`src/hw/rtl/cctm_pkg.sv`:
```
// Shared types and constants for the conjugate-transpose matrix product block.
// Holds request and register codes, sequencer states and the MAC control bundle.
// No dependencies.
`timescale 1ns / 1ps

package cctm_pkg;

  localparam int unsigned RESULT_WIDTH = 41;
  localparam int unsigned ROWS_WIDTH   = 7;
  localparam int unsigned COLS_WIDTH   = 9;
  localparam int unsigned CFG_WIDTH    = 9;
  localparam int unsigned CFG_IDX_W    = 2;
  localparam int unsigned VALUE_WIDTH  = 16;

  localparam logic [ROWS_WIDTH-1:0] ROWS_A_RESET    = 7'd64;
  localparam logic [ROWS_WIDTH-1:0] ROWS_B_RESET    = 7'd64;
  localparam logic [COLS_WIDTH-1:0] COL_COUNT_RESET = 9'd256;

  typedef enum logic [1:0] {
    REQ_LOAD_A  = 2'd0,
    REQ_LOAD_B  = 2'd1,
    REQ_COMPUTE = 2'd2
  } req_type_e;

  typedef enum logic [CFG_IDX_W-1:0] {
    REG_ROWS_A    = 2'd0,
    REG_ROWS_B    = 2'd1,
    REG_COL_COUNT = 2'd2
  } cfg_reg_e;

  typedef enum logic [1:0] {
    SEQ_IDLE  = 2'd0,
    SEQ_RUN   = 2'd1,
    SEQ_DRAIN = 2'd2
  } seq_state_e;

  // Tags that travel with each element pair through the MAC
  typedef struct packed {
    logic valid;
    logic first;
    logic last;
  } mac_ctl_t;

endpackage

```
`src/hw/rtl/cctm_ctrl.sv`:
```
// Sequencer that walks one row pair through the memories, one column a cycle.
// Depends on cctm_pkg for states and the MAC control bundle.
`timescale 1ns / 1ps

module cctm_ctrl #(
  parameter int unsigned AW = 14
) (
  input  logic                                clk_i,
  input  logic                                rst_ni,
  input  logic                                launch_i,
  input  logic [AW-1:0]                       a_base_i,
  input  logic [AW-1:0]                       b_base_i,
  input  logic [cctm_pkg::COLS_WIDTH-1:0]     nc_i,
  input  logic                                mac_done_i,
  output logic                                busy_o,
  output logic                                rd_en_o,
  output logic [AW-1:0]                       a_addr_o,
  output logic [AW-1:0]                       b_addr_o,
  output cctm_pkg::mac_ctl_t                  mac_ctl_o
);

  localparam int unsigned CW = cctm_pkg::COLS_WIDTH;

  cctm_pkg::seq_state_e state_q, state_d;
  logic [CW-1:0]        cnt_q, cnt_d;
  logic [CW-1:0]        nc_q, nc_d;
  logic [AW-1:0]        a_addr_q, a_addr_d;
  logic [AW-1:0]        b_addr_q, b_addr_d;
  cctm_pkg::mac_ctl_t   tag_q, tag_d;

  always_ff @(posedge clk_i or negedge rst_ni) begin
    if (!rst_ni) begin
      state_q <= cctm_pkg::SEQ_IDLE;
      tag_q   <= '0;
    end else begin
      state_q <= state_d;
      tag_q   <= tag_d;
    end
  end

  always_ff @(posedge clk_i) begin
    cnt_q    <= cnt_d;
    nc_q     <= nc_d;
    a_addr_q <= a_addr_d;
    b_addr_q <= b_addr_d;
  end

  always_comb begin
    state_d  = state_q;
    cnt_d    = cnt_q;
    nc_d     = nc_q;
    a_addr_d = a_addr_q;
    b_addr_d = b_addr_q;
    tag_d    = '0;
    rd_en_o  = 1'b0;
    case (state_q)
      cctm_pkg::SEQ_IDLE: begin
        if (launch_i) begin
          cnt_d    = '0;
          nc_d     = nc_i;
          a_addr_d = a_base_i;
          b_addr_d = b_base_i;
          state_d  = cctm_pkg::SEQ_RUN;
        end
      end
      cctm_pkg::SEQ_RUN: begin
        // issue one element pair read and advance
        rd_en_o     = 1'b1;
        tag_d.valid = 1'b1;
        tag_d.first = (cnt_q == '0);
        tag_d.last  = (cnt_q == nc_q - CW'(1));
        cnt_d       = cnt_q + CW'(1);
        a_addr_d    = a_addr_q + AW'(1);
        b_addr_d    = b_addr_q + AW'(1);
        if (tag_d.last) begin
          state_d = cctm_pkg::SEQ_DRAIN;
        end
      end
      cctm_pkg::SEQ_DRAIN: begin
        if (mac_done_i) begin
          state_d = cctm_pkg::SEQ_IDLE;
        end
      end
      default: begin
        state_d = cctm_pkg::SEQ_IDLE;
      end
    endcase
  end

  assign busy_o    = (state_q != cctm_pkg::SEQ_IDLE);
  assign a_addr_o  = a_addr_q;
  assign b_addr_o  = b_addr_q;
  assign mac_ctl_o = tag_q;

endmodule

```
`config.mk`:
```
export PLATFORM = sky130hd
export DESIGN_NAME = cctm_ctrl
export DESIGN_NICKNAME = d
export VERILOG_FILES = /design/src/hw/rtl/cctm_pkg.sv /design/src/hw/rtl/cctm_ctrl.sv
export SDC_FILE = /design/constraint.sdc
export NUM_CORES = 1
export LEC_CHECK = 0
export BUFFER_PORTS_ARGS = -buffer_cell sky130_fd_sc_hd__buf_4
export CORE_ASPECT_RATIO = 1.2
export CORE_UTILIZATION = 39
export DETAILED_ROUTE_END_ITERATION = 10
export PLACE_DENSITY = 0.63
export REMOVE_ABC_BUFFERS = 1
export SKIP_CTS_REPAIR_TIMING = 1
export SYNTH_ARGS = -nofsm -noshare
export SYNTH_HDL_FRONTEND = slang
export SYNTH_SLANG_ARGS = --single-unit
```
`constraint.sdc`:
```
create_clock -name clk_i -period 3.9 [get_ports clk_i]
set_input_delay 0.195 -clock clk_i [delete_from_list [all_inputs] [get_ports clk_i]]
set_output_delay 0.195 -clock clk_i [all_outputs]
set_load 0.02 [all_outputs]
```
==> results.ini, run 1 <==
[cts]
clk_latency_ps=310
cts_root_buf=clkbuf_8
cts_max_level=2
cts_buffer_depth=2
cts_sinks=51
cts_tree=yes
clk_pin_slew_ps=80
numCtsBuffers=5

[global_route]
grt_pass1_wl_mm=9.16
grt_util_all_layers=0.160
overflow=0
grt_max_degree=65
grt_pass1_vias=2041
antenna_found_initial=0

[floorplanning]
initial_utilization=0.404
rows=33
die_w_um=78.7
num_io_pins=74
coreArea_sq_mm=0.00681
die-area_sq_mm=0.00740
chipHeight_um=94.1

[timing]
maxSlewHeadroom=0.472
hold_violations=0
max_freq_mhz=504
skew_ps=9.64
post-route-period-util=0.509
setup_viol=0
rsz0062_at_grt=false
final.min_clock_period_ps=1990
slew_violations=0
worst_pin_slew_ps=789

[place]
place_congestion=0.916
post-place-cells=419
io_buffer_count=73
dpl.hpwl_mm=4.17

[power]
p_leak_nw=1.35
power.density_mw_per_mm2=838
ir_drop_mv=0.333

[worst_setup_path]
crit_path_cell_trace=inv_1 > ha_1 > nor2b_1 > or3_1 > a31oi_1 > nand4_1 > o31a_1
worstPathRequired_ps=4090
cp.arrival_ps=2180
crit_slowest_cell=edfxtp_1
cpPeakStageDelay_ps=420
cp_max_fo=6
worstSetupPathType=flop to flop
critPathLaunchType=flop
cp-end-kind=flop

[layout]
instances_no_fill=428
nets=386
drive_gt1_frac=0.273
n_antenna_cell=0
area_delta_synth_final_pct=28.9
regArea_sq_mm=0.00151
multi_input_area_sq_mm=0.00120
utilization=0.521
fillers=641

[run]
maxCapViolCount=0

[route]
via_count=2118
drt_first_iter_violations=134
drt-pass1-iter-count=4
totalWireLength_mm=5.64
ant_nets=0
wl_per_cell_um=13.2
viasPerCell=4.95
drc=0

[logic_synthesis]
syn-cell-area_sq_mm=0.00275
netlist.top_cell.by_area=edfxtp_1
syn_avg_cell_area_sq_um=10.4
async_reset_ff_frac=0.0980
ys.flop_type=edfxtp_1
syn_inst=265
yosysUniqueCellTypes=32
synth_top_area_frac=0.502
synth.cells.most_frequent=47 x nand2_1, 46 x edfxtp_1, 29 x o21ai_0, 21 x xnor2_1, 19 x xor2_1
synth_area_leaders=edfxtp_1 50%, xnor2_1 6.7%, nand2_1 6.4%, xor2_1 6.0%, o21ai_0 5.3%
post-synth-top-count-cell=nand2_1
yosysSeqAreaShare=0.547
yosys_warnings=0
synth_enable_flop_cells=46
ys_seq_elements=51

[run_status]
outcome=finished clean

[hold_path]
holdCritPathClass=input pin to flop

## metrics by stage
stage	power [mW]	area [sq um]	setup slack, ps	setup TNS (ps)	hold WS (ps)
2_1_floorplan	2.07	2720	-52.4	-1940	-101
3_3_place_gp	2.54	3410	1980	0	-3.26
3_5_place_dp	2.58	3410	1920	0	-2.02
4_1_cts	3.01	3540	1880	0	-333
5_1_grt	3.19	3550	1740	0	47.0
6_report	2.98	3550	1910	0	64.5
## metal layers
layer	track usage	part of all wire	up-vias
li1	-	-	1077
met4	0.0448	0.0090	0
met5	0	0	-
met3	0.0350	0.052	6
met2	0.280	0.50	57
met1	0.197	0.44	978
## worst paths after layout
path | start | depth (start not counted) | slack [ps] | to
worst max register to register | nc_q[0]$_DFFE_PP_ | 7 | 1910 | state_q[0]$_DFFE_PN0P_
worst min-delay path | nc_i[0] | 1 | 60 | nc_q[0]$_DFFE_PP_
min in group asynchronous | rst_ni | 2 | 220 | state_q[0]$_DFFE_PN0P_
worst max-delay path | nc_q[0]$_DFFE_PP_ | 7 | 1910 | state_q[0]$_DFFE_PN0P_
max in group asynchronous | rst_ni | 2 | 3580 | mac_ctl_o[1]$_DFF_PN0_
worst min register to register | state_q[1]$_DFFE_PN0P_ | 2 | 510 | state_q[1]$_DFFE_PN0P_
## sequential cells by signal, summed over array words and instances, names as in the netlist
| signal | flops |
|---|---|
| state_q | 2 |
| cnt_q | 9 |
| mac_ctl_o | 3 |
| nc_q | 9 |
| a_addr_o | 14 |
| b_addr_o | 14 |
## cells in the final DEF, fill, tap and decap left out, types with 2 or more instances in the layout
master and instances:
nand2_1 47, ha_1 5, o21ai_0 28, xnor2_1 21
and2_1 2, nand3_1 18, bufinv_16 2, or2_2 2
a21oi_1 3, inv_1 7, nor3_1 7, a31oi_1 2
and3_1 5, xor2_1 19, clkbuf_8 5, edfxtp_1 46
nor3_2 3, buf_4 75, nor2b_1 2, o21ai_1 4
dfrtp_1 5, nor2_1 15, nand4_1 2, or3_1 4
## power by group
group          total [mW]  switching, mW  internal (mW)
combinational        1.29          0.741          0.550
clock               0.429          0.173          0.256
sequential           1.26          0.268          0.988
total                2.98           1.18           1.79
## critical path: cells and delay by family, from the launching register on
kind                     cells  cell delay, ps
AO/OA/AOI/OAI                2             490
AND/OR/NAND/NOR              3             640
flip-flops                   1             420
buffers and inverters        1              80
adder cells (fa/ha/maj)      1             250
## logic make-up (layout without fill, tap and decap cells)
logic type / count (synthesis) / after routing / synth area share
and+or+nand+nor: 114 / 114 / 0.204
DFF: 51 / 51 / 0.547
xor gates and xnor gates: 40 / 40 / 0.127
adders and majority gates: 5 / 5 / 0.0227
AOI/OAI and AO/OA: 40 / 40 / 0.0777
buffers and inverters: 15 / 91 / 0.0209
## final cells by class
class                   count  area share
flip-flops and latches     51       0.424
inverters                   7     0.00740
clock inverters             2      0.0169
clock buffers               6      0.0204
multi-input cells         199       0.339
well taps                  87      0.0307
repair buffers             76       0.161
(Power assumes the default switching activity.)
==> run 2: changes to the inputs <==
- clock period: 3.9 -> 1.6 ns (I/O delays scaled with it)
==> results.ini, run 2 (synthesized netlist as in run 1, its figures left out) <==
[run_status]
outcome=finished, violations left
violations=setup timing

[layout]
fillers=600
mostFrequentLayoutCells=109 x buf_4, 47 x nand2_1, 46 x edfxtp_1, 27 x o21ai_0, 21 x xnor2_1
instances_no_fill=473
multi_input_area_sq_mm=0.00125
nets=431
layout_commonest_cell=buf_4
drive_gt1_frac=0.360
regArea_sq_mm=0.00151
area_delta_synth_final_pct=43.1
n_antenna_cell=0

[global_route]
grt_pass1_wl_mm=9.95
grt_util_all_layers=0.171
overflow=0
grt_max_degree=26
antenna_found_initial=0
grt_pass1_vias=2282

[power]
p_seq_frac=0.382
pwr-share-comb=0.520
ir_drop_mv=0.796
swShare=0.401
internal_power_mw=4.52
switching_power_mw=3.02
clkPwrFrac=0.098
p_leak_nw=1.56
p_total_mw=7.55
power.density_mw_per_mm2=1920

[timing]
setup_viol=3
worst_slack_ps=-99.1
slew_violations=0
worst_pin_slew_ps=263
post-route-period-util=1.06
skew_ps=15.5
hold_violations=0
fin_hold_ws_ps=26.5
max_freq_mhz=589
maxSlewHeadroom=0.823
rsz0062_at_grt=true
final.min_clock_period_ps=1700
finalSetupTns_ps=-239

[route]
via_count=2292
viasPerCell=4.85
wl_per_cell_um=12.6
drt-pass1-iter-count=4
drt_first_iter_violations=54
totalWireLength_mm=5.94
ant_nets=0
drc=0

[floorplanning]
rows=33
initial_utilization=0.404
die_w_um=78.7
die-area_sq_mm=0.00740
chipHeight_um=94.1
coreArea_sq_mm=0.00681
num_io_pins=74

[place]
place_ws_ps=-258
io_buffer_count=73
post-place-cells=452
place_congestion=0.851
dpl.hpwl_mm=4.57

[worst_setup_path]
cp-end-kind=flop
worstSetupPathType=flop to flop
r2r_start=nc_q[2]$_DFFE_PP_
worstPathRequired_ps=1790
cp_max_fo=5
cp.arrival_ps=1890
rr_worst_depth=6
critPathLaunchType=flop
reg2reg_slack_ps=-100
r2r_end=state_q[0]$_DFFE_PN0P_

[cts]
cts_max_level=2
cts_buffer_depth=2
cts_root_buf=clkbuf_8
clk_pin_slew_ps=90
cts_tree=yes
cts_sinks=51
clk_latency_ps=300
numCtsBuffers=5

[hold_path]
worstHoldStart=mac_done_i
min_to=state_q[1]$_DFFE_PN0P_
holdCritPathClass=input pin to flop
worstHoldPathCells=4

[run]
maxCapViolCount=0

==> run 2: power groups by stage <==
stage / clock [mW] / sequential [mW] / combinational [mW]
3_5_place_dp: 0 / 2.91 / 3.86
5_1_grt: 0.807 / 2.97 / 4.37
2_1_floorplan: 0 / 3.47 / 1.57
6_report: 0.737 / 2.88 / 3.93
4_1_cts: 0.755 / 2.89 / 3.86
3_3_place_gp: 0 / 2.89 / 3.79
==> run 2: routing by layer <==
metal,global-route usage,vias up,share of wire
met1,0.195,1063,0.42
met2,0.317,50,0.52
met5,0,-,0
li1,-,1173,-
met4,0.0432,0,0.0091
met3,0.0388,6,0.053
==> run 2: worst max-delay path by stage <==
stage                                 from                     end  slack, ps  depth (start not counted)
floorplan           state_q[1]$_DFFE_PN0P_   a_addr_o[0]$_DFFE_PP_      -2350                          2
global placement         nc_q[0]$_DFFE_PP_  state_q[0]$_DFFE_PN0P_       -200                          7
detailed placement       nc_q[0]$_DFFE_PP_  state_q[0]$_DFFE_PN0P_       -260                          7
CTS                      nc_q[0]$_DFFE_PP_  state_q[0]$_DFFE_PN0P_       -270                          7
global route             nc_q[0]$_DFFE_PP_  state_q[0]$_DFFE_PN0P_       -210                          7
finish                   nc_q[2]$_DFFE_PP_  state_q[0]$_DFFE_PN0P_       -100                          6
==> run 2: stage by stage <==
stage | utilization | instance area [sq um]
global placement | 0.540 | 3680
floorplan | - | 2720
finish | 0.578 | 3940
detailed placement | 0.540 | 3680
global route | 0.578 | 3940
CTS | 0.553 | 3770
==> run 2: worst max-delay path: stages, from the launching register on <==
cell and delay (ps):
edfxtp_1 480, buf_4 190, nor3_1 220, nand3_1 130, xnor2_1 170, nand4_1 160
o31a_1 250
==> run 2: area by class of cell <==
type / count / share of cell area
Multi-Input combinational cell: 199 / 0.319
Sequential cell: 51 / 0.382
Tap cell: 87 / 0.0276
Clock buffer: 6 / 0.0184
Clock inverter: 2 / 0.00318
Timing Repair Buffer: 121 / 0.243
Inverter: 7 / 0.00667
